File: src/hdl/grcw_pkg.sv
// Package for the grid ray cell walker: job record, front-end states, widths.
// No dependencies; used by the front end, queue, back end and top level.
package grcw_pkg;

    localparam int CW         = 40;  // cell center accumulator width
    localparam int PW         = 72;  // crossing product accumulator width
    localparam int MAGW       = 33;  // |delta| width
    localparam int DIV_STEPS  = 32;
    localparam int MUL_STEPS  = 33;
    localparam int CNTW       = 6;
    localparam int QDEPTH     = 2;

    typedef struct packed {
        logic signed [CW-1:0] cx;
        logic signed [CW-1:0] cy;
        logic signed [CW-1:0] gx;
        logic signed [CW-1:0] gy;
        logic [PW-1:0]        p;
        logic [PW-1:0]        q;
        logic [PW-1:0]        sx;
        logic [PW-1:0]        sy;
        logic [30:0]          cs;
        logic                 dxpos;
        logic                 dypos;
        logic                 dxnz;
        logic                 dynz;
    } t_job;

    typedef enum logic [4:0] {
        ST_IDLE  = 5'b00001,
        ST_DIV   = 5'b00010,
        ST_SETUP = 5'b00100,
        ST_MUL   = 5'b01000,
        ST_PUSH  = 5'b10000
    } t_fstate;

    function automatic logic [31:0] sat32(input logic signed [CW-1:0] v);
        logic [31:0] r;
        if (v > CW'(signed'(32'h7FFF_FFFF)))
            r = 32'h7FFF_FFFF;
        else if (v < CW'(signed'(32'h8000_0000)))
            r = 32'h8000_0000;
        else
            r = v[31:0];
        return r;
    endfunction

endpackage

File: src/hdl/grcw_back.sv
// Back end: walks cells one per cycle unless stalled, by add-and-compare of
// crossing products, drives the registered result beat. Depends on grcw_pkg.
module grcw_back #(
    parameter int MAX_CELLS = 64
) (
    input  logic           i_clk,
    input  logic           i_rst_n,
    input  logic           i_empty,
    input  grcw_pkg::t_job i_job,
    output logic           o_pop,
    output logic           o_valid,
    input  logic           i_ready,
    output logic [63:0]    o_data,
    output logic           o_last,
    output logic           o_trunc
);
    import grcw_pkg::*;

    localparam int NW = $clog2(MAX_CELLS + 1);

    logic          r_busy;
    t_job          r_job;
    logic [NW-1:0] r_n;
    logic          r_ovalid;
    logic [63:0]   r_odata;
    logic          r_olast, r_otrunc;
    logic          at_goal, full, fire, step_x;
    logic signed [CW-1:0] stx, sty;

    always_comb begin
        at_goal = (r_job.cx == r_job.gx) && (r_job.cy == r_job.gy);
        full    = ((NW+1)'(r_n) + 1'b1) >= (NW+1)'(MAX_CELLS);
        fire    = r_busy && (!r_ovalid || i_ready);
        step_x  = r_job.dxnz && (!r_job.dynz || r_job.p < r_job.q);
        stx     = r_job.dxpos ? CW'(r_job.cs) : -CW'(r_job.cs);
        sty     = r_job.dypos ? CW'(r_job.cs) : -CW'(r_job.cs);
    end

    assign o_pop   = !r_busy && !i_empty;
    assign o_valid = r_ovalid;
    assign o_data  = r_odata;
    assign o_last  = r_olast;
    assign o_trunc = r_otrunc;

    always_ff @(posedge i_clk) begin
        if (o_pop)
            r_job <= i_job;
        if (fire) begin
            r_odata  <= {sat32(r_job.cy), sat32(r_job.cx)};
            r_olast  <= at_goal || full;
            r_otrunc <= !at_goal && full;
            if (!(at_goal || full)) begin
                if (step_x) begin
                    r_job.p  <= r_job.p + r_job.sx;
                    r_job.cx <= r_job.cx + stx;
                end else begin
                    r_job.q  <= r_job.q + r_job.sy;
                    r_job.cy <= r_job.cy + sty;
                end
            end
        end
        if (!i_rst_n) begin
            r_busy   <= 1'b0;
            r_ovalid <= 1'b0;
            r_n      <= '0;
        end else begin
            if (o_pop) begin
                r_busy <= 1'b1;
                r_n    <= '0;
            end else if (fire) begin
                r_n <= r_n + 1'b1;
                if (at_goal || full)
                    r_busy <= 1'b0;
            end
            if (fire)
                r_ovalid <= 1'b1;
            else if (i_ready)
                r_ovalid <= 1'b0;
        end
    end

endmodule

File: config.mk
export PLATFORM = sky130hd
export DESIGN_NAME = grcw_back
export DESIGN_NICKNAME = d
export VERILOG_FILES = /design/src/hdl/grcw_pkg.sv /design/src/hdl/grcw_back.sv
export SDC_FILE = /design/constraint.sdc
export NUM_CORES = 2
export LEC_CHECK = 0
export ABC_CLOCK_PERIOD_IN_PS = 19750
export BUFFER_PORTS_ARGS = -buffer_cell sky130_fd_sc_hd__buf_2
export CAP_MARGIN = 0
export CELL_PAD_IN_SITES_DETAIL_PLACEMENT = 0
export CELL_PAD_IN_SITES_GLOBAL_PLACEMENT = 1
export CORE_MARGIN = 8
export CORE_UTILIZATION = 48
export DETAILED_ROUTE_END_ITERATION = 7
export PLACE_DENSITY_LB_ADDON = 0.1
export SYNTH_ARGS = -nofsm -noshare
export SYNTH_HDL_FRONTEND = slang
export SYNTH_SLANG_ARGS = --single-unit
File: constraint.sdc
create_clock -name i_clk -period 19.75 [get_ports i_clk]
set_input_delay 0.9875 -clock i_clk [delete_from_list [all_inputs] [get_ports i_clk]]
set_output_delay 0.9875 -clock i_clk [all_outputs]
set_load 0.05 [all_outputs]
==> results.md <==
* Final Hold Vio Count at 0
* Layout cell share with drive strength beyond 1 at 0.169
* Via density at 5.70
* Slew headroom at 0.171
* WHS Path Cells at 2
* Clock slew at reported path FFs at 0.06 ns
* Netlist cell types at 101
* Ys Warns at 0
* Most common cell after layout, fill and taps aside: buf_2
* Seq/Total Area, Yosys at 0.407
* Clock latency on the worst-skew pair at 0.62 ns
* GPL Wtd Cong at 0.951
* Clk sinks at 558
* Run status: completed
* CTS buffer count at 66
* # rows at 99
* Total wire length at 120000 microns
* Largest area contributor in the netlist: edfxtp_1
* Worst-path maximum fanout at 6
* CTS HTree Levels at 3
* Crit path DAT at 6.04 ns
* CTS Hold Bufs at 0
* WL met1 at 53100 microns
* Chip width at 288 microns
* Met2 wire length at 53400 microns
* Worst path required time at 20.22 ns
* Final Slew Violations at 0
* PwrDens at 159 nW/um^2
* Final worst-path cycle share at 0.282
* Tmin final at 5.57 ns
* Clk buf depth at 3
* CTS tree: done
* Routed wl met3 at 9840 microns
* Final hold slack at 0.482 ns
* Area grow syn2layout at 16.1%
* DR WL/cell at 22.6 microns
* Vias in the first global route at 29.5k
* Max Fclk at 180 MHz
* Unrepaired setup endpoints after global routing: no
* Filler cells at 6825
* Post-DP HPWL at 94000 microns
* Setup Buffers After CTS at 0
* Overall via count from detail_route at 30.4k
* Highest routed layer: met5
* Synth Register Bits at 558
* Share of the synthesized area in the top cell type at 0.275
* Post-synth EDFFs at 325
* Avg Cell Area, Syn at 9.21 sq um
* Largest net degree at the start of global routing at 228
* Clock Tree Root: clkbuf_16
* Crit Path Class: reg2reg
* Commonest cells after routing, fill and taps aside: buf_2 (554), nand2_1 (536), edfxtp_1 (325)
* Synthesized net count at 4637
* Die Height at 288 microns
* Io pins at 555
* IO Port Bufs at 554
* # resized after CTS at 0
* Max-Cap Viols at 0
* Leakage at 18.1 nW
* Endpoints failing setup at 0
* Post-layout net count at 5110
* Total die area at 82800 sq um
* Antenna violations before repair at 17
* Initial DRC Count at 2587
* GRT Total Usage at 0.279
* Setup slack, reg-to-reg at 14.18 ns
* Post-synthesis cell area at 35400 sq um
* Hold Crit Class: reg2reg
* Drt pass-1 iters at 6
* Core area at 73100 sq um
* Worst R2R Path Depth at 25
* Congestion Overflow GR at 0
* Cells after Synth at 3847
* Ranking of synthesized cells by area: edfxtp_1 (28%), dfxtp_1 (13%), ha_1 (11%)
* Clock Skew at 0.0241 ns
* Synth Flop Type: edfxtp_1
* Async S/R FF share, synth at 0
* First-pass GRT wire length at 178000 microns
* Crit start category: flip-flop
* ANT nets after route at 0
* VDD IR max at 0.0877 mV
* Crit end category: flip-flop
* Sum of negative setup slack at 0 ns
* Drt drc at 0
* Slew @ Worst Pin at 1.24 ns
* Initial Util at 0.485
==> layer usage <==
| metal | global-route usage | vias up |
|---|---|---|
| li1 | - | 14800 |
| met1 | 0.389 | 14300 |
| met2 | 0.436 | 1078 |
| met3 | 0.0549 | 182 |
| met4 | 0.0871 | 10 |
| met5 | 0 | - |
==> state kept, by name, summed over array words and instances (netlist names) <==
signal	cells
r_job	483
o_data	64
r_n	7
o_last	1
o_trunc	1
o_valid	1
r_busy	1
==> cell type report <==
type	instances	area, sq um	area share
Clock buffer	85	1790	0.0436
Multi-Input combinational cell	2976	19800	0.481
Timing Repair Buffer	573	2940	0.0715
Tap cell	959	1200	0.0292
Clock inverter	35	404	0.00983
Inverter	145	552	0.0134
Sequential cell	558	14400	0.351
Antenna cell	7	17.5	0.000426
==> where the power goes <==
part / total, mW / switching (mW) / internal [mW]
logic: 3.38 / 1.99 / 1.39
clock network: 1.26 / 0.518 / 0.740
registers: 1.90 / 0.349 / 1.55
total: 6.54 / 2.86 / 3.69
==> synthesized netlist by cell type, types with 5 or more instances <==
cell        n
inv_1     143
a211oi_1   19
and3_1     38
a21boi_0    5
nor2b_1    32
a31oi_1   122
o31ai_1     9
edfxtp_1  325
mux2i_1    72
nor3_1     42
o211ai_1   12
a31o_2      7
nand2b_1   26
dfxtp_1   233
a21o_1    218
buf_1       9
nor4_1     23
o21a_1     31
a41o_1      7
clkbuf_1  122
nand3_1    38
a221o_1     7
nand4_1    78
xor2_1    141
a21oi_1   271
and2_1     23
or2_2       7
nor2_1    286
o21bai_1   42
xnor2_1   200
buf_2      33
o21ai_1    26
nand2_1   536
o21ai_0   233
and4_1      5
ha_1      299
or3_1      10
==> worst paths after layout <==
kind,from,end
worst min-delay path,r_n[1],r_n[1]
worst min register to register,r_n[1],r_n[1]
worst max-delay path,r_job[4],r_job[441]
worst max register to register,r_job[4],r_job[441]
==> metrics by stage <==
| stage | worst slack, ns | power, mW | instances | utilization | cell area [sq um] |
|---|---|---|---|---|---|
| 5_1_grt | 13.69 | 7.00 | 5332 | 0.563 | 41100 |
| 3_3_place_gp | 14.41 | 5.25 | 5211 | 0.533 | 38900 |
| 3_5_place_dp | 14.34 | 5.25 | 5211 | 0.533 | 38900 |
| 2_1_floorplan | 9.46 | 4.35 | 3847 | - | 35400 |
| 4_1_cts | 14.31 | 6.54 | 5331 | 0.563 | 41100 |
| 6_report | 14.18 | 6.54 | 5338 | 0.563 | 41100 |
==> critical path: stages (launching register included) <==
cell and delay [ns]:
edfxtp_1 0.44, inv_1 0.09, ha_1 0.23, nand2_1 0.08, nor3_2 0.18, nor3b_2 0.32, and2_1 0.22, nand2_1 0.07
or3_1 0.38, nor4_2 0.39, nand2b_1 0.19, nor2_1 0.18, nor2_1 0.07, xor2_1 0.39, ha_1 0.39, a21oi_1 0.17
nor2b_1 0.06, o21ai_0 0.13, nand2b_1 0.09, a21oi_1 0.26, and3b_1 0.20, a21oi_1 0.08, a41o_1 0.28, o41a_1 0.32
xnor2_1 0.15, o21ai_1 0.07
==> logic make-up after synthesis <==
group,share of synthesized area
flops,0.407
mux,0.0216
fa+ha+maj,0.108
buf+inv,0.0347
simple gates,0.149
xor+xnor,0.0843
compound gates,0.195
No activity file was read; power rests on OpenSTA's default activity.
