`src/hdl/grcw_pkg.sv`:
```
// Package for the grid ray cell walker: job record, front-end states, widths.
// No dependencies; used by the front end, queue, back end and top level.
package grcw_pkg;

    localparam int CW         = 40;  // cell center accumulator width
    localparam int PW         = 72;  // crossing product accumulator width
    localparam int MAGW       = 33;  // |delta| width
    localparam int DIV_STEPS  = 32;
    localparam int MUL_STEPS  = 33;
    localparam int CNTW       = 6;
    localparam int QDEPTH     = 2;

    typedef struct packed {
        logic signed [CW-1:0] cx;
        logic signed [CW-1:0] cy;
        logic signed [CW-1:0] gx;
        logic signed [CW-1:0] gy;
        logic [PW-1:0]        p;
        logic [PW-1:0]        q;
        logic [PW-1:0]        sx;
        logic [PW-1:0]        sy;
        logic [30:0]          cs;
        logic                 dxpos;
        logic                 dypos;
        logic                 dxnz;
        logic                 dynz;
    } t_job;

    typedef enum logic [4:0] {
        ST_IDLE  = 5'b00001,
        ST_DIV   = 5'b00010,
        ST_SETUP = 5'b00100,
        ST_MUL   = 5'b01000,
        ST_PUSH  = 5'b10000
    } t_fstate;

    function automatic logic [31:0] sat32(input logic signed [CW-1:0] v);
        logic [31:0] r;
        if (v > CW'(signed'(32'h7FFF_FFFF)))
            r = 32'h7FFF_FFFF;
        else if (v < CW'(signed'(32'h8000_0000)))
            r = 32'h8000_0000;
        else
            r = v[31:0];
        return r;
    endfunction

endpackage

```
`src/hdl/grcw_front.sv`:
```
// Front end: takes a segment, finds floor remainders by shift-subtract and the
// crossing products by shift-add, then pushes one job. Depends on grcw_pkg.
module grcw_front (
    input  logic                 i_clk,
    input  logic                 i_rst_n,
    input  logic                 i_valid,
    output logic                 o_ready,
    input  logic [127:0]         i_data,
    input  logic [30:0]          i_cell_size,
    output logic                 o_push,
    output grcw_pkg::t_job       o_job,
    input  logic                 i_full
);
    import grcw_pkg::*;

    t_fstate          r_state;
    logic [CNTW-1:0]  r_cnt;
    logic [31:0]      r_x [4];
    logic [31:0]      r_a [4];
    logic [30:0]      r_rem [4];
    logic [30:0]      r_cs;
    t_job             r_job;
    logic [PW-1:0]    r_mnx, r_mny, r_mcs;
    logic [MAGW-1:0]  r_mady, r_madx;
    logic [31:0]      n_rem [4];
    logic [30:0]      fm [4];
    logic signed [MAGW-1:0] dx, dy;
    logic [MAGW-1:0]  adx, ady;
    logic [31:0]      nx, ny;
    logic [31:0]      t;

    always_comb begin
        for (int i = 0; i < 4; i++) begin
            t = {r_rem[i], r_a[i][31]};
            n_rem[i] = (t >= {1'b0, r_cs}) ? t - {1'b0, r_cs} : t;
            fm[i] = (r_x[i][31] && r_rem[i] != '0) ? r_cs - r_rem[i] : r_rem[i];
        end
        dx  = MAGW'(signed'(r_x[2])) - MAGW'(signed'(r_x[0]));
        dy  = MAGW'(signed'(r_x[3])) - MAGW'(signed'(r_x[1]));
        adx = dx[MAGW-1] ? -dx : dx;
        ady = dy[MAGW-1] ? -dy : dy;
        nx  = (dx > 0) ? {1'b0, r_cs - fm[0]} : {1'b0, fm[0]};
        ny  = (dy > 0) ? {1'b0, r_cs - fm[1]} : {1'b0, fm[1]};
    end

    assign o_ready = (r_state == ST_IDLE);
    assign o_push  = (r_state == ST_PUSH) && !i_full;
    assign o_job   = r_job;

    always_ff @(posedge i_clk) begin
        if (!i_rst_n) begin
            r_state <= ST_IDLE;
            r_cnt   <= '0;
        end else begin
            unique case (r_state)
                ST_IDLE: begin
                    if (i_valid) begin
                        r_cs <= (i_cell_size == '0) ? 31'd1 : i_cell_size;
                        for (int i = 0; i < 4; i++) begin
                            r_x[i]   <= i_data[32*i +: 32];
                            r_a[i]   <= i_data[32*i+31] ? -i_data[32*i +: 32]
                                                        : i_data[32*i +: 32];
                            r_rem[i] <= '0;
                        end
                        r_cnt   <= '0;
                        r_state <= ST_DIV;
                    end
                end
                ST_DIV: begin
                    for (int i = 0; i < 4; i++) begin
                        r_rem[i] <= n_rem[i][30:0];
                        r_a[i]   <= {r_a[i][30:0], 1'b0};
                    end
                    r_cnt <= r_cnt + 1'b1;
                    if (r_cnt == CNTW'(DIV_STEPS - 1))
                        r_state <= ST_SETUP;
                end
                ST_SETUP: begin
                    r_job.cx <= CW'(signed'(r_x[0])) - CW'(fm[0]) + CW'(r_cs >> 1);
                    r_job.cy <= CW'(signed'(r_x[1])) - CW'(fm[1]) + CW'(r_cs >> 1);
                    r_job.gx <= CW'(signed'(r_x[2])) - CW'(fm[2]) + CW'(r_cs >> 1);
                    r_job.gy <= CW'(signed'(r_x[3])) - CW'(fm[3]) + CW'(r_cs >> 1);
                    r_job.p  <= '0;
                    r_job.q  <= '0;
                    r_job.sx <= '0;
                    r_job.sy <= '0;
                    r_job.cs <= r_cs;
                    r_job.dxpos <= (dx > 0);
                    r_job.dypos <= (dy > 0);
                    r_job.dxnz  <= (dx != 0);
                    r_job.dynz  <= (dy != 0);
                    r_mnx  <= PW'(nx);
                    r_mny  <= PW'(ny);
                    r_mcs  <= PW'(r_cs);
                    r_mady <= ady;
                    r_madx <= adx;
                    r_cnt  <= '0;
                    r_state <= ST_MUL;
                end
                ST_MUL: begin
                    if (r_mady[0]) begin
                        r_job.p  <= r_job.p + r_mnx;
                        r_job.sx <= r_job.sx + r_mcs;
                    end
                    if (r_madx[0]) begin
                        r_job.q  <= r_job.q + r_mny;
                        r_job.sy <= r_job.sy + r_mcs;
                    end
                    r_mnx  <= r_mnx << 1;
                    r_mny  <= r_mny << 1;
                    r_mcs  <= r_mcs << 1;
                    r_mady <= r_mady >> 1;
                    r_madx <= r_madx >> 1;
                    r_cnt  <= r_cnt + 1'b1;
                    if (r_cnt == CNTW'(MUL_STEPS - 1))
                        r_state <= ST_PUSH;
                end
                ST_PUSH: begin
                    if (!i_full)
                        r_state <= ST_IDLE;
                end
                default: r_state <= ST_IDLE;
            endcase
        end
    end

endmodule

```
`config.mk`:
```
export PLATFORM = sky130hd
export DESIGN_NAME = grcw_front
export DESIGN_NICKNAME = d
export VERILOG_FILES = /design/src/hdl/grcw_pkg.sv /design/src/hdl/grcw_front.sv
export SDC_FILE = /design/constraint.sdc
export NUM_CORES = 2
export LEC_CHECK = 0
export ABC_CLOCK_PERIOD_IN_PS = 26200
export BUFFER_PORTS_ARGS = -buffer_cell sky130_fd_sc_hd__buf_2
export CAP_MARGIN = 20
export CORE_ASPECT_RATIO = 1.75
export CORE_MARGIN = 2
export CORE_UTILIZATION = 29
export DETAILED_ROUTE_END_ITERATION = 8
export SLEW_MARGIN = 5
export SYNTH_ARGS = -nofsm -noshare
export SYNTH_HDL_FRONTEND = slang
export SYNTH_SLANG_ARGS = --single-unit
```
`constraint.sdc`:
```
create_clock -name i_clk -period 26.2 [get_ports i_clk]
set_input_delay 5.24 -clock i_clk [delete_from_list [all_inputs] [get_ports i_clk]]
set_output_delay 5.24 -clock i_clk [all_outputs]
set_load 0.01 [all_outputs]
```
==> metrics.cfg <==
[run_status]
status = finished clean

[finish]
layout-drive-gt1-share = 0.108
final_common_cell = edfxtp_1
nets = 10900
synthToLayoutAreaGrowth_pct = 14.3
final_cell_mix = edfxtp_1, nor2_1, a21oi_1, ha_1, buf_2
stdcell_count = 13900
fill_cells = 31700

[yosys]
yosys.cell_types.count = 88
avgSynthCellArea_sq_um = 9.61
async_flop_share = 0
ys_seq_area_frac = 0.394
synth_cells = 9199
synth_top_cell_by_area = edfxtp_1
synth_warnings = 0
synth_nets = 10300
synth_area_leaders = edfxtp_1, ha_1, a21oi_1, xnor2_1, nor2_1
synth_top_cell_area_share = 0.390
synth_flop_cell = edfxtp_1
synthesis.area_sq_um = 88400
synth_edf_count = 1149
ys_ff_latch = 1163

[critical_path]
crit_buf_inv = 2
crit_slowest_cell = nor4bb_1
cp_max_fo = 2
path_cells = buf_2 -> nor4bb_1 -> buf_2
worst_path_most_repeated_cell = buf_2
critical-path-max-stage-delay_ps = 290
cp.arrival_ps = 5840
cp.required_ps = 20960
path_class = in2out
start_kind = input port
worstSetupEndpointType = output port
cpLargestDelayFamily = buffers and inverters

[timing]
min_period_ps = 11080
drv_slew = 0
fin_crit_sh = 0.423
fmax_ghz = 0.0903
tightest_slew_ps = 1140
rsz0062_at_grt = no
hold_viol = 0
setup_viol = 0
hold_ws_ps = 473
fin_ws_ps = 15120
finClkSkew_ps = 64.5
setup_tns_ps = 0
maxSlewHeadroom = 0.217

[cts]
numCtsBuffers = 143
cts_root_buf = clkbuf_16
cts_htree_levels = 4
clk_path_buf_depth = 4
cts_hold_buf = 0
cts-resized-gates = 0
clock_sinks = 1163
tritoncts = yes
post_cts_buffers = 0
clk_pin_slew_worst_paths_ps = 50
clk_latency_ps = 850

[floorplanning]
num_rows = 268
dieWidth_um = 421
core_sq_um = 304000
io_pins = 648
start_util = 0.291
dieArea_sq_um = 309000
die_h_um = 734

[placed_design]
dp.cells = 13700
gp_congestion = 0.946
io_buffers = 647
post-place-ws_ps = 15140
dpl.hpwl_um = 254000

[global_routing]
grt_start_max_net_pins = 146
grt_pass1_wl_um = 464000
gr-total-overflow = 0
grt_pass1_vias = 71800
track_usage = 0.200
antenna_found_initial = 17

[routing]
drt_iter0_drc = 4334
viasPerCell = 5.25
via_count = 73100
drcViolationCount = 0
antenna_left = 0
wl_per_cell_um = 23.2
drtPass1Iterations = 5
wl_um = 323000

[worst_hold_path]
hold_class = reg2reg

[run]
maxCapViolCount = 0

[power_and_ir_drop]
p_leak_nw = 42.1
vdd_drop_max_mv = 0.0580
powerDensity_nw_per_um2 = 82.1
p_total_mw = 8.29

-- synth_stat cells, types with 32 or more instances --
library cell / count
edfxtp_1: 1149
nor2_1: 1015
a21oi_1: 891
ha_1: 799
o21ai_0: 581
nand2_1: 563
inv_1: 471
xnor2_1: 450
a21o_1: 418
xor2_1: 372
clkbuf_1: 279
and2_1: 183
nor3_1: 158
fa_1: 134
nor2b_1: 123
nand3_1: 115
nand2b_1: 112
nand4_1: 107
o21a_1: 106
o21bai_1: 100
a31oi_1: 85
mux2i_1: 83
a211oi_1: 79
o31ai_1: 68
nor4_1: 65
or3_1: 52
and3_1: 49
a21boi_0: 39
or2_2: 35
o31a_1: 32
-- power breakdown --
part,internal (mW),switching [mW],leakage [nW]
logic,1.47,2.27,28.6
clock network,1.19,0.863,2.26
registers,2.36,0.141,11.2
-- worst paths after layout --
check / start / end / slack, ps / cells after the start
max: i_full / o_push / 15120 / 3
min: r_a[2][0]$_SDFFE_PP0P_ / r_a[2][0]$_SDFFE_PP0P_ / 470 / 1
max reg2reg: r_cs[0]$_SDFFCE_PN1P_ / o_job[481]$_DFFE_PP_ / 18160 / 33
min reg2reg: r_a[2][0]$_SDFFE_PP0P_ / r_a[2][0]$_SDFFE_PP0P_ / 470 / 1
-- final cells by class --
cell class / count / area [sq um] / area share
Clock inverter: 76 / 836 / 0.00827
Timing Repair Buffer: 749 / 4080 / 0.0404
Antenna cell: 11 / 27.5 / 0.000272
Sequential cell: 1163 / 34800 / 0.344
Tap cell: 4050 / 5070 / 0.0501
Inverter: 473 / 1790 / 0.0177
Clock buffer: 170 / 3780 / 0.0375
Multi-Input combinational cell: 7243 / 50700 / 0.502
-- layer usage --
| metal | share of wire | track usage |
|---|---|---|
| met5 | 0 | 0 |
| met4 | 0.086 | 0.150 |
| met3 | 0.051 | 0.0312 |
| met2 | 0.48 | 0.345 |
| met1 | 0.38 | 0.222 |
-- stage by stage --
| step | util | area, sq um |
|---|---|---|
| after floorplan | - | 88400 |
| after global placement | 0.317 | 96300 |
| after detailed placement | 0.317 | 96400 |
| after CTS | 0.332 | 101000 |
| after global routing | 0.333 | 101000 |
| final | 0.333 | 101000 |
-- flip-flops by register name (all words and copies together) (netlist names) --
register,flops
r_a,128
r_mady,33
o_job,459
r_cnt,6
r_mnx,72
r_mny,72
r_state,5
r_cs,31
r_mcs,72
r_x,128
r_madx,33
r_rem,124
-- kinds of logic after synthesis --
kind of cell | after synthesis | synth area share
simple gates | 2687 | 0.144
xor+xnor | 822 | 0.0815
compound gates | 2709 | 0.192
flops | 1163 | 0.394
mux | 90 | 0.0103
fa+ha+maj | 935 | 0.144
buf+inv | 793 | 0.0348
(Power assumes the default switching activity.)
