--- config.mk ---
export PLATFORM = sky130hd
export DESIGN_NAME = grcw_queue
export DESIGN_NICKNAME = d
export VERILOG_FILES = /design/src/hdl/grcw_pkg.sv /design/src/hdl/grcw_queue.sv
export SDC_FILE = /design/constraint.sdc
export NUM_CORES = 1
export LEC_CHECK = 0
export ABC_AREA = 0
export BUFFER_PORTS_ARGS = -buffer_cell sky130_fd_sc_hd__buf_4
export CORE_AREA = 3 3 381 383
export CTS_BUF_LIST = sky130_fd_sc_hd__clkbuf_2
export DETAILED_ROUTE_END_ITERATION = 7
export DIE_AREA = 0 0 384 386
export HOLD_SLACK_MARGIN = 0.02
export PLACE_DENSITY_LB_ADDON = 0.05
export SLEW_MARGIN = 20
export SYNTH_ARGS = -nofsm -noshare
export SYNTH_HDL_FRONTEND = slang
export SYNTH_SLANG_ARGS = --single-unit
--- constraint.sdc ---
create_clock -name i_clk -period 58.6 [get_ports i_clk]
set_input_delay 2.93 -clock i_clk [delete_from_list [all_inputs] [get_ports i_clk]]
set_output_delay 2.93 -clock i_clk [all_outputs]
set_load 0.01 [all_outputs]
--- src/hdl/grcw_pkg.sv ---
// Package for the grid ray cell walker: job record, front-end states, widths.
// No dependencies; used by the front end, queue, back end and top level.
package grcw_pkg;

    localparam int CW         = 40;  // cell center accumulator width
    localparam int PW         = 72;  // crossing product accumulator width
    localparam int MAGW       = 33;  // |delta| width
    localparam int DIV_STEPS  = 32;
    localparam int MUL_STEPS  = 33;
    localparam int CNTW       = 6;
    localparam int QDEPTH     = 2;

    typedef struct packed {
        logic signed [CW-1:0] cx;
        logic signed [CW-1:0] cy;
        logic signed [CW-1:0] gx;
        logic signed [CW-1:0] gy;
        logic [PW-1:0]        p;
        logic [PW-1:0]        q;
        logic [PW-1:0]        sx;
        logic [PW-1:0]        sy;
        logic [30:0]          cs;
        logic                 dxpos;
        logic                 dypos;
        logic                 dxnz;
        logic                 dynz;
    } t_job;

    typedef enum logic [4:0] {
        ST_IDLE  = 5'b00001,
        ST_DIV   = 5'b00010,
        ST_SETUP = 5'b00100,
        ST_MUL   = 5'b01000,
        ST_PUSH  = 5'b10000
    } t_fstate;

    function automatic logic [31:0] sat32(input logic signed [CW-1:0] v);
        logic [31:0] r;
        if (v > CW'(signed'(32'h7FFF_FFFF)))
            r = 32'h7FFF_FFFF;
        else if (v < CW'(signed'(32'h8000_0000)))
            r = 32'h8000_0000;
        else
            r = v[31:0];
        return r;
    endfunction

endpackage

--- src/hdl/grcw_queue.sv ---
// Two-entry job queue between front end and back end.
// Depends on grcw_pkg.
module grcw_queue (
    input  logic           i_clk,
    input  logic           i_rst_n,
    input  logic           i_push,
    input  grcw_pkg::t_job i_job,
    output logic           o_full,
    input  logic           i_pop,
    output logic           o_empty,
    output grcw_pkg::t_job o_job
);
    import grcw_pkg::*;

    localparam int AW = $clog2(QDEPTH);

    t_job            r_mem [QDEPTH];
    logic [AW-1:0]   r_wp, r_rp;
    logic [AW:0]     r_cnt;

    assign o_full  = (r_cnt == (AW+1)'(QDEPTH));
    assign o_empty = (r_cnt == '0);
    assign o_job   = r_mem[r_rp];

    always_ff @(posedge i_clk) begin
        if (i_push)
            r_mem[r_wp] <= i_job;
        if (!i_rst_n) begin
            r_wp  <= '0;
            r_rp  <= '0;
            r_cnt <= '0;
        end else begin
            if (i_push)
                r_wp <= r_wp + 1'b1;
            if (i_pop)
                r_rp <= r_rp + 1'b1;
            r_cnt <= r_cnt + (AW+1)'(i_push) - (AW+1)'(i_pop);
        end
    end

endmodule

==> results.txt, run 1 <==
R2R depth -> 4
Max IR drop VDD -> 0.0163 mV
PD cells -> 30.9 nW/um^2
Root Driver -> clkbuf_2
Worst EP required -> 55.67 ns
# H-tree levels -> 5
post-CTS sizing -> 0
Post-Syn Nets -> 2,013
drt total wl -> 119 mm
Area Growth Syn to Fin -> 30.0%
router iterations before antenna repair -> 5
Row Count -> 138
R2R setup slack -> 54.61 ns
leakage power -> 0.0193 uW
Max-slew headroom -> 25.5%
M1 GR Usage -> 15.5%
IO buf count -> 971
RR Startpoint -> r_wp
Syn Area/Cell -> 24.6 sq um
Final nets -> 3,242
Vias per Instance -> 4.04
Pwr Total -> 1500 uW
register area share after synthesis -> 77.7%
Iter 0 DRT Violations -> 931
Synth Warn # -> 0
Yosys cell types -> 16
final global-route overflow total -> 0
CP max-delay cell -> buf_4
worst skew pair latency -> 1.52 ns
CP max FO -> 113
Setup crit start kind -> flip-flop
area leader, netlist -> edfxtp_1
clock-pin slew on the worst setup and hold paths -> 0.09 ns
crit path capture -> o_job[475]
synth top area cells -> edfxtp_1, mux2_4, buf_12, mux2_2, buf_8
gpl congestion -> 0.798
Crit. End Element -> output pin
die height -> 386 um
Logic pwr share -> 14.9%
critical path's largest stage delay -> 0.83 ns
via count -> 19,600
worst-path cell chain -> buf_12, buf_4, buf_4, mux2_2, buf_4
DP HPWL -> 87.0 mm
Yosys top cell area share -> 77.5%
worst slew pin tran -> 1.12 ns
max cap viols -> 0
Synth Instances -> 1,524
Core Util, Final -> 34.3%
most frequent cells in the layout -> buf_4, edfxtp_1, mux2_4, clkbuf_2, clkinv_1
Initial Utilization -> 26.4%
setup bufs post-CTS -> 0
crit-path most repeated cell -> buf_4
internal power -> 1110 uW
fmax -> 0.122 GHz
CP arrival -> 5.24 ns
setup violators final -> 0
Clock Power Share -> 31.0%
NetSw -> 392 uW
initial antenna violation count -> 45
boundary pin count -> 972
most common cell after layout, fill and taps aside -> buf_4
worst reg2reg path endpoint -> r_mem[1][182]
setup TNS -> 0 ns
global route hottest layer -> met2
Final Skew -> 0.0873 ns
vias in the first global route -> 21,500
unrepaired setup endpoints after global routing -> no
antenna-violating nets left -> 0
Post-CTS Hold Buffers -> 0
Wirelength per Cell -> 24.6 um
Syn Std Cell Area -> 37,500 sq um
die width -> 384 um
first-pass GRT wire length -> 160 mm
CTS Sinks -> 971
crit path kind -> reg -> out
Reg power frac -> 54.1%
status -> finished clean
Final period util -> 13.9%
die area -> 148,000 sq um
#FFs+latches synth -> 971
met2 global-route usage -> 25.1%
Fin. Hold Viols -> 0
# DRC -> 0
core footprint -> 142,000 sq um
all-layer global routing usage -> 15.5%
fill count -> 13,800
switching share of power -> 26.0%
CTS tree -> done
met3 Usage GRT -> 10.2%
Hold Path Class -> reg -> reg
Max Slew Vio Count -> 0
share of layout cells above drive strength 1 -> 64.9%
largest net degree at the start of global routing -> 163
Inserted Clock Buffers -> 289
fin crit period -> 8.17 ns
CTS Buffer Depth -> 4
-- per-layer routing --
layer	vias up	share of wire, %
li1	8738	-
met1	9579	34
met2	972	48
met3	242	13
met4	44	3.5
met5	-	0.25
-- critical path: cells and delay by family, from the launching register on --
kind,cells,cell delay (ns)
buf+inv,4,2.41
flops,1,0.63
mux,1,0.42
-- cells by family (layout without fill, tap and decap cells) --
| group | Yosys count | count (layout) | synth area share (%) |
|---|---|---|---|
| AND/OR/NAND/NOR | 9 | 9 | 0.144 |
| buffers and inverters | 56 | 1449 | 2.74 |
| adder cells (fa/ha/maj) | 2 | 2 | 0.0668 |
| flip-flops | 971 | 971 | 77.7 |
| other | 0 | 35 | 0 |
| AO/OA/AOI/OAI | 1 | 1 | 0.0201 |
| multiplexers | 483 | 483 | 19.2 |
| XOR/XNOR | 2 | 2 | 0.0835 |
-- flip-flops by register name, summed over array words and instances, names as in the netlist, named ones only --
register	flops
r_mem	966
r_wp	1
r_cnt	2
r_rp	1
-- power groups by stage --
| stage | sequential (uW) | clock (uW) | combinational (uW) |
|---|---|---|---|
| final | 814 | 467 | 224 |
| after CTS | 814 | 500 | 231 |
| after global placement | 830 | 0 | 228 |
| after global routing | 817 | 541 | 240 |
| after floorplan | 849 | 0 | 123 |
| after detailed placement | 830 | 0 | 230 |
-- layout make-up --
type / instances / area [sq um] / share of cell area (%)
Tap cell: 1890 / 2360 / 4.86
Clock buffer: 403 / 2020 / 4.14
Clock inverter: 52 / 255 / 0.524
Timing Repair Buffer: 992 / 7520 / 15.4
Antenna cell: 35 / 87.6 / 0.180
Sequential cell: 971 / 29100 / 59.8
Multi-Input combinational cell: 497 / 7330 / 15.1
Inverter: 2 / 7.51 / 0.0154
-- cells in the mapped netlist --
cell type,n
and2_1,4
xnor3_1,1
buf_12,44
mux2_4,470
ha_1,2
edfxtp_1,966
nor2_1,1
buf_6,1
nor2b_1,4
dfxtp_1,5
buf_2,1
mux2_2,13
o21a_1,1
xor2_1,1
inv_1,2
buf_8,8
-- metrics by stage --
| step | instances | hold slack [ns] | setup WS, ns | area, sq um |
|---|---|---|---|---|
| detailed placement | 4351 | 0.562 | 51.85 | 46300 |
| CTS | 4806 | 0.587 | 49.93 | 48600 |
| global placement | 4351 | 0.566 | 51.90 | 46300 |
| finish | 4842 | 0.587 | 50.43 | 48700 |
| global route | 4827 | 0.602 | 49.80 | 48700 |
| floorplan | 1524 | 0.555 | 33.33 | 37500 |
-- worst min path at each step --
stage / startpoint / endpoint / cells past startpoint / slack (ns)
final: r_rp / flip-flop / 2 / 0.59
after global routing: r_rp / flip-flop / 2 / 0.60
after CTS: r_rp / flip-flop / 2 / 0.59
after detailed placement: r_rp / flip-flop / 2 / 0.56
after global placement: r_rp / flip-flop / 2 / 0.57
after floorplan: r_rp / flip-flop / 2 / 0.55
No activity file was read; power rests on OpenSTA's default activity.
==> run 2: changes to the inputs <==
==> constraint.sdc (replaced) <==
create_clock -name i_clk -period 7.8 [get_ports i_clk]
set_input_delay 0.39 -clock i_clk [delete_from_list [all_inputs] [get_ports i_clk]]
set_output_delay 0.39 -clock i_clk [all_outputs]
set_load 0.01 [all_outputs]
==> run 2 against run 1 <==
- synthesized cell count unchanged
- the flow now stops in 4_1_cts
- area after synthesis unchanged
==> results.txt, run 2 <==
synth top area cells -> edfxtp_1, mux2_4, buf_12, mux2_2, buf_8
Synth Flop Type -> edfxtp_1
die width -> 384 um (unchanged)
die height -> 386 um (unchanged)
# H-tree levels -> 5 (unchanged)
Syn Std Cell Area -> 37,500 sq um (unchanged)
Yosys cell types -> 16 (unchanged)
count leader, synth -> edfxtp_1
#FFs+latches synth -> 971 (unchanged)
status -> did not finish
Initial Utilization -> 26.4% (unchanged)
Yosys top cell area share -> 77.5% (unchanged)
Post-CTS Hold Buffers -> 967 (+967)
Post-Syn Nets -> 2,013 (unchanged)
setup bufs post-CTS -> 0 (unchanged)
Synth Instances -> 1,524 (unchanged)
CTS Buffer Depth -> 4 (unchanged)
top post-synthesis cells by count -> edfxtp_1, mux2_4, buf_12
Post-synth EDFFs -> 966 (unchanged)
Synth Warn # -> 0 (unchanged)
IO buf count -> 971 (unchanged)
Row Count -> 138 (unchanged)
asr flop ratio synth -> 0% (unchanged)
Fail Step -> 4_1_cts
DP HPWL -> 80.1 mm (-8.0%)
post-CTS sizing -> 0 (unchanged)
boundary pin count -> 972 (unchanged)
register area share after synthesis -> 77.7% (unchanged)
Root Driver -> clkbuf_2
Inserted Clock Buffers -> 298 (+3.1%)
area leader, netlist -> edfxtp_1
CTS Sinks -> 971 (unchanged)
Error -> [ERROR RSZ-0060] Max buffer count reached.
Syn Area/Cell -> 24.6 sq um (unchanged)
gpl congestion -> 0.804 (+0.71%)
[run 2: cell counts after synthesis]
Identical to the previous run, type by type.
[run 2: cell families after synthesis]
logic type      count (synthesis)  share of synthesized area (%)
compound gates                  1                         0.0201
xor+xnor                        2                         0.0835
fa+ha+maj                       2                         0.0668
buf+inv                        56                           2.74
simple gates                    9                          0.144
flops                         971                           77.7
mux                           483                           19.2
[run 2: stage by stage]
step / hold slack [ns] / cell area, sq um / instances / worst slack, ns / utilization (%)
after detailed placement: 0.570 / 46300 / 4345 / 4.58 / 32.7
after global placement: 0.567 / 46300 / 4345 / 4.63 / 32.7
after floorplan: 0.489 / 37500 / 1524 / -0.246 / -
==> run 3: changes to the inputs <==
--- a/config.mk
+++ b/config.mk
@@ -7,12 +7,10 @@
 export LEC_CHECK = 0
 export ABC_AREA = 0
 export BUFFER_PORTS_ARGS = -buffer_cell sky130_fd_sc_hd__buf_4
-export CORE_AREA = 3 3 381 383
-export CTS_BUF_LIST = sky130_fd_sc_hd__clkbuf_2
+export CORE_AREA = 3 3 379 381
 export DETAILED_ROUTE_END_ITERATION = 7
-export DIE_AREA = 0 0 384 386
-export HOLD_SLACK_MARGIN = 0.02
-export PLACE_DENSITY_LB_ADDON = 0.05
+export DIE_AREA = 0 0 382 384
+export PLACE_DENSITY_LB_ADDON = 0.15
 export SLEW_MARGIN = 20
 export SYNTH_ARGS = -nofsm -noshare
 export SYNTH_HDL_FRONTEND = slang
==> run 3 against run 2 <==
- the flow now finishes without violations
==> results.txt, run 3 (synthesis gave the netlist of run 1 again) <==
DP HPWL -> 74.9 mm (-6.4%)
PD cells -> 236 nW/um^2
boundary pin count -> 972 (unchanged)
antenna-violating nets left -> 0
die height -> 384 um (-0.52%)
most flop-heavy register -> r_mem
area of the multi-input gates -> 7330 sq um
most frequent cells in the layout -> buf_4, edfxtp_1, dlygate4sd3_1, mux2_4, clkbuf_16
gpl congestion -> 0.826 (+2.7%)
fin crit period -> 3.82 ns
Max IR drop VDD -> 0.179 mV
Max-slew headroom -> 15.3%
router iterations before antenna repair -> 5
fill count -> 13,100
unrepaired setup endpoints after global routing -> no
post-CTS sizing -> 0 (unchanged)
met2 wire length -> 57.4 mm
largest net degree at the start of global routing -> 154
Row Count -> 138 (unchanged)
vias in the first global route -> 22,800
Iter 0 DRT Violations -> 828
die area -> 147,000 sq um
Final Skew -> 0.0514 ns
worst slew pin tran -> 1.27 ns
most common cell after layout, fill and taps aside -> buf_4
Wirelength per Cell -> 21.2 um
share of layout cells above drive strength 1 -> 51.4%
R2R depth -> 3
CTS tree -> done
Final period util -> 49.0%
all-layer global routing usage -> 14.0%
Top Registers -> r_mem x966, r_cnt x2
first-pass GRT wire length -> 152 mm
status -> finished clean
Setup crit start kind -> flip-flop
# DRC -> 0
CP max FO -> 72
core footprint -> 141,000 sq um
Fin. Hold Viols -> 0
Worst EP required -> 7.41 ns
Post-CTS Hold Buffers -> 487 (-50%)
max cap viols -> 0
Hold Path End -> r_mem[0][6]
Pwr Total -> 12,900 uW
CP arrival -> 3.43 ns
worst reg2reg path endpoint -> r_mem[0][87]
IO buf count -> 971 (unchanged)
final global-route overflow total -> 0
fmax -> 0.262 GHz
leakage power -> 0.0213 uW
Register Area -> 29,100 sq um
DRT met1 WL -> 38.5 mm
Area Growth Syn to Fin -> 46.2%
uppermost layer routed -> met5
Hold Crit Depth -> 2
Hold Path Class -> in -> reg
met3 WL -> 8.20 mm
setup TNS -> 0 ns
CTS Buffer Depth -> 3 (-1)
setup bufs post-CTS -> 0 (unchanged)
CTS Sinks -> 971 (unchanged)
Root Driver -> clkbuf_16
crit path kind -> reg -> out
drt total wl -> 107 mm
initial antenna violation count -> 14
RR Startpoint -> r_wp
# H-tree levels -> 3 (-2)
Crit. End Element -> output pin
via count -> 20,100
Final nets -> 3,550
clock-pin slew on the worst setup and hold paths -> 0.06 ns
worst skew pair latency -> 0.71 ns
Vias per Instance -> 3.99
Initial Utilization -> 26.6% (+0.16 points)
number of flip-flops in the largest register -> 966
Inserted Clock Buffers -> 110 (-63%)
setup violators final -> 0
die width -> 382 um (-0.52%)
Hold Startpoint -> i_job[6]
Max Slew Vio Count -> 0
R2R setup slack -> 4.93 ns
run 3: critical path, cell delays in order, from the launching register on:
cell,delay [ns]
dfxtp_4,0.97
buf_12,0.51
buf_12,0.43
mux2_4,0.36
buf_4,0.15
run 3: report_power, final:
| group | internal [uW] | total, uW | switching (uW) |
|---|---|---|---|
| clock | 2860 | 4940 | 2080 |
| sequential | 6050 | 6140 | 91.0 |
| combinational | 1060 | 1860 | 804 |
run 3: worst max-delay path by stage:
stage              start          end  slack, ns  depth (start not counted)
3_5_place_dp   flip-flop   o_job[226]       4.62                          4
6_report       flip-flop   o_job[226]       3.98                          4
5_1_grt        flip-flop     o_job[3]       3.74                          4
2_1_floorplan     i_push  r_mem[0][0]      -0.25                          1
4_1_cts        flip-flop   o_job[226]       3.80                          4
3_3_place_gp   flip-flop   o_job[226]       4.67                          4
run 3: final cells by class:
type                       instances  share of cell area, %
multi-input combinational        497                   13.4
tap                             1890                   4.32
clock buffer                     137                   5.21
timing repair buffer            1479                   22.7
inverter                           2                 0.0137
clock inverter                    64                   1.14
antenna                           11                 0.0503
sequential                       971                   53.2
run 3: stage by stage:
stage                     util [%]  cell area [sq um]  cells  hold slack [ns]  setup WS, ns
final                         38.9              54800   5051            0.389          3.98
after global routing          38.9              54800   5050            0.324          3.74
after CTS                     38.8              54700   5039            0.294          3.80
after detailed placement      32.9              46400   4351            0.563          4.62
after global placement        32.9              46400   4351            0.569          4.67
after floorplan                  -              37500   1524            0.489        -0.246
run 3: metal layers:
metal  GRT usage [%]  vias to the layer above
li1                -                     9212
met1            14.7                    10100
met2            26.0                      687
met3            4.96                      170
met4            4.53                        2
met5               0                        -
==> run 4: changes to the inputs <==
==> constraint.sdc (replaced) <==
create_clock -name i_clk -period 3.3 [get_ports i_clk]
set_input_delay 0.165 -clock i_clk [delete_from_list [all_inputs] [get_ports i_clk]]
set_output_delay 0.165 -clock i_clk [all_outputs]
set_load 0.01 [all_outputs]
==> run 4 against run 3 <==
- global-route usage up 0.11 points
- wire length grew 0.88%
- final cell count increased by 0.65%
- critical path type unchanged
- critical endpoint is now o_job[31]
==> results.txt, run 4 (synthesis gave the netlist of run 1 again) <==
status -> finished clean
CP arrival -> 2.53 ns (-0.90 ns)
worst skew pair latency -> 0.70 ns (about the same)
Iter 0 DRT Violations -> 834 (+0.72%)
router iterations before antenna repair -> 6 (+1)
Row Count -> 138 (unchanged)
first-pass GRT wire length -> 153 mm (+0.18%)
R2R depth -> 3 (unchanged)
die area -> 147,000 sq um (unchanged)
via count -> 20,300 (+0.56%)
initial antenna violation count -> 18 (+4)
Root Driver -> clkbuf_16
most flop-heavy register -> r_mem
final global-route overflow total -> 0 (unchanged)
CTS Sinks -> 971 (unchanged)
Max Slew Vio Count -> 0 (unchanged)
worst slack, placed -> 1.28 ns (-3.34 ns)
CTS Buffer Depth -> 3 (unchanged)
Max-slew headroom -> 54.6% (+39 points)
Fin Hold WS -> 0.187 ns (-0.202 ns)
post-CTS sizing -> 0 (unchanged)
CP max FO -> 56 (-22%)
final instance area -> 55,100 sq um (+0.60%)
PD cells -> 557 nW/um^2 (+140%)
vias in the first global route -> 22,500 (-1.6%)
Pwr Total -> 30,700 uW (+140%)
Hold Path End -> r_mem[1][1]
Register Area -> 29,100 sq um (about the same)
Worst Slack Setup Final -> 0.607 ns (-3.37 ns)
share of layout cells above drive strength 1 -> 52.2% (+0.82 points)
clock-pin slew on the worst setup and hold paths -> 0.06 ns (about the same)
drt total wl -> 108 mm (+0.88%)
antenna-violating nets left -> 0 (unchanged)
core footprint -> 141,000 sq um (unchanged)
setup violators final -> 0 (unchanged)
all-layer global routing usage -> 14.2% (+0.11 points)
NetSw -> 7080 uW (+140%)
die height -> 384 um (unchanged)
setup bufs post-CTS -> 0 (unchanged)
worst slew pin tran -> 0.681 ns (-0.589 ns)
IO buf count -> 971 (unchanged)
area of the multi-input gates -> 7330 sq um (unchanged)
Crit. End Element -> output pin
Hold Path Class -> in -> reg
internal power -> 23,600 uW (+140%)
Setup crit start kind -> flip-flop
fmax -> 0.371 GHz
# H-tree levels -> 3 (unchanged)
Wirelength per Cell -> 21.3 um (+0.22%)
Inserted Clock Buffers -> 111 (+0.91%)
fin crit period -> 2.69 ns
most common cell after layout, fill and taps aside -> buf_4
Fin. Hold Viols -> 0 (unchanged)
R2R setup slack -> 1.42 ns (-3.51 ns)
Top Registers -> r_mem x966, r_cnt x2
Initial Utilization -> 26.6% (unchanged)
Final period util -> 81.6%
Area Growth Syn to Fin -> 47.1%
Clock Power Share -> 38.2% (about the same)
Vias per Instance -> 3.98 (about the same)
max cap viols -> 0 (unchanged)
switching share of power -> 23.0% (+0.088 points)
Final Skew -> 0.0342 ns (-0.0171 ns)
boundary pin count -> 972 (unchanged)
unrepaired setup endpoints after global routing -> no
most frequent cells in the layout -> buf_4, edfxtp_1, dlygate4sd3_1, mux2_4, clkbuf_16
Hold Crit Depth -> 2 (unchanged)
RR Startpoint -> r_wp
Worst EP required -> 3.13 ns (-4.28 ns)
# DRC -> 0 (unchanged)
number of flip-flops in the largest register -> 966 (unchanged)
Final nets -> 3,577 (+0.76%)
Hold Startpoint -> i_job[1]
Max IR drop VDD -> 0.361 mV (+100%)
CTS tree -> done
leakage power -> 0.0215 uW (+0.98%)
DP HPWL -> 77.4 mm (+3.2%)
crit path kind -> reg -> out
Logic pwr share -> 14.7% (+0.3 points)
placed instance area -> 46,700 sq um (+0.71%)
fill count -> 13,200 (+0.87%)
Reg power frac -> 47.1% (-0.3 points)
die width -> 382 um (unchanged)
worst reg2reg path endpoint -> r_mem[1][134]
largest net degree at the start of global routing -> 93 (-40%)
gpl congestion -> 0.810 (-2.0%)
==> run 4: how the worst max path moves through the flow <==
stage / start / to / slack, ns / cells past startpoint
floorplan: r_wp / r_mem[0][0] / -4.58 / 1
global placement: flip-flop / o_job[475] / 1.32 / 4
detailed placement: flip-flop / o_job[43] / 1.28 / 4
CTS: flip-flop / o_job[31] / 0.46 / 4
global route: flip-flop / o_job[86] / 0.43 / 4
finish: flip-flop / o_job[31] / 0.61 / 4
==> run 4: worst max-delay path, cell delays in order, from the launching register on <==
cell	delay (ns)
dfxtp_4	0.58
buf_12	0.28
buf_12	0.37
mux2_4	0.35
buf_4	0.14
==> run 4: final cells by class <==
cell class | count | area share, %
clock inverter | 76 | 1.11
inverter | 2 | 0.0136
timing repair buffer | 1505 | 23.1
clock buffer | 130 | 5.25
sequential | 971 | 52.8
multi-input combinational | 497 | 13.3
antenna | 13 | 0.0590
tap | 1890 | 4.29
==> run 4: through the flow <==
stage                     setup TNS [ns]  util, %  instances
after global placement                 0     33.1       4378
final                                  0     39.1       5084
after floorplan                 -3858.98        -       1524
after global routing                   0     39.1       5080
after detailed placement               0     33.1       4378
after CTS                              0     39.1       5071
==> run 4: power groups by stage <==
stage / clock network, uW / logic, uW / registers (uW)
after floorplan: 0 / 2190 / 14800
after global placement: 0 / 4030 / 14700
after detailed placement: 0 / 4060 / 14700
after CTS: 12200 / 4620 / 14500
after global routing: 12700 / 4790 / 14500
final: 11700 / 4510 / 14500
==> run 4: metal layers <==
layer	vias to the layer above	GRT usage, %	share of wire, %
met4	6	4.76	3.2
met2	727	25.0	51
li1	9279	-	-
met1	10100	15.6	37
met3	165	5.29	8.6
met5	-	0	0.024
==> run 4: repair_timing <==
action	in CTS	in global routing
endpoints found under the setup margin	0	0
hold buffers	487	0
hold endpoints to repair	972	0
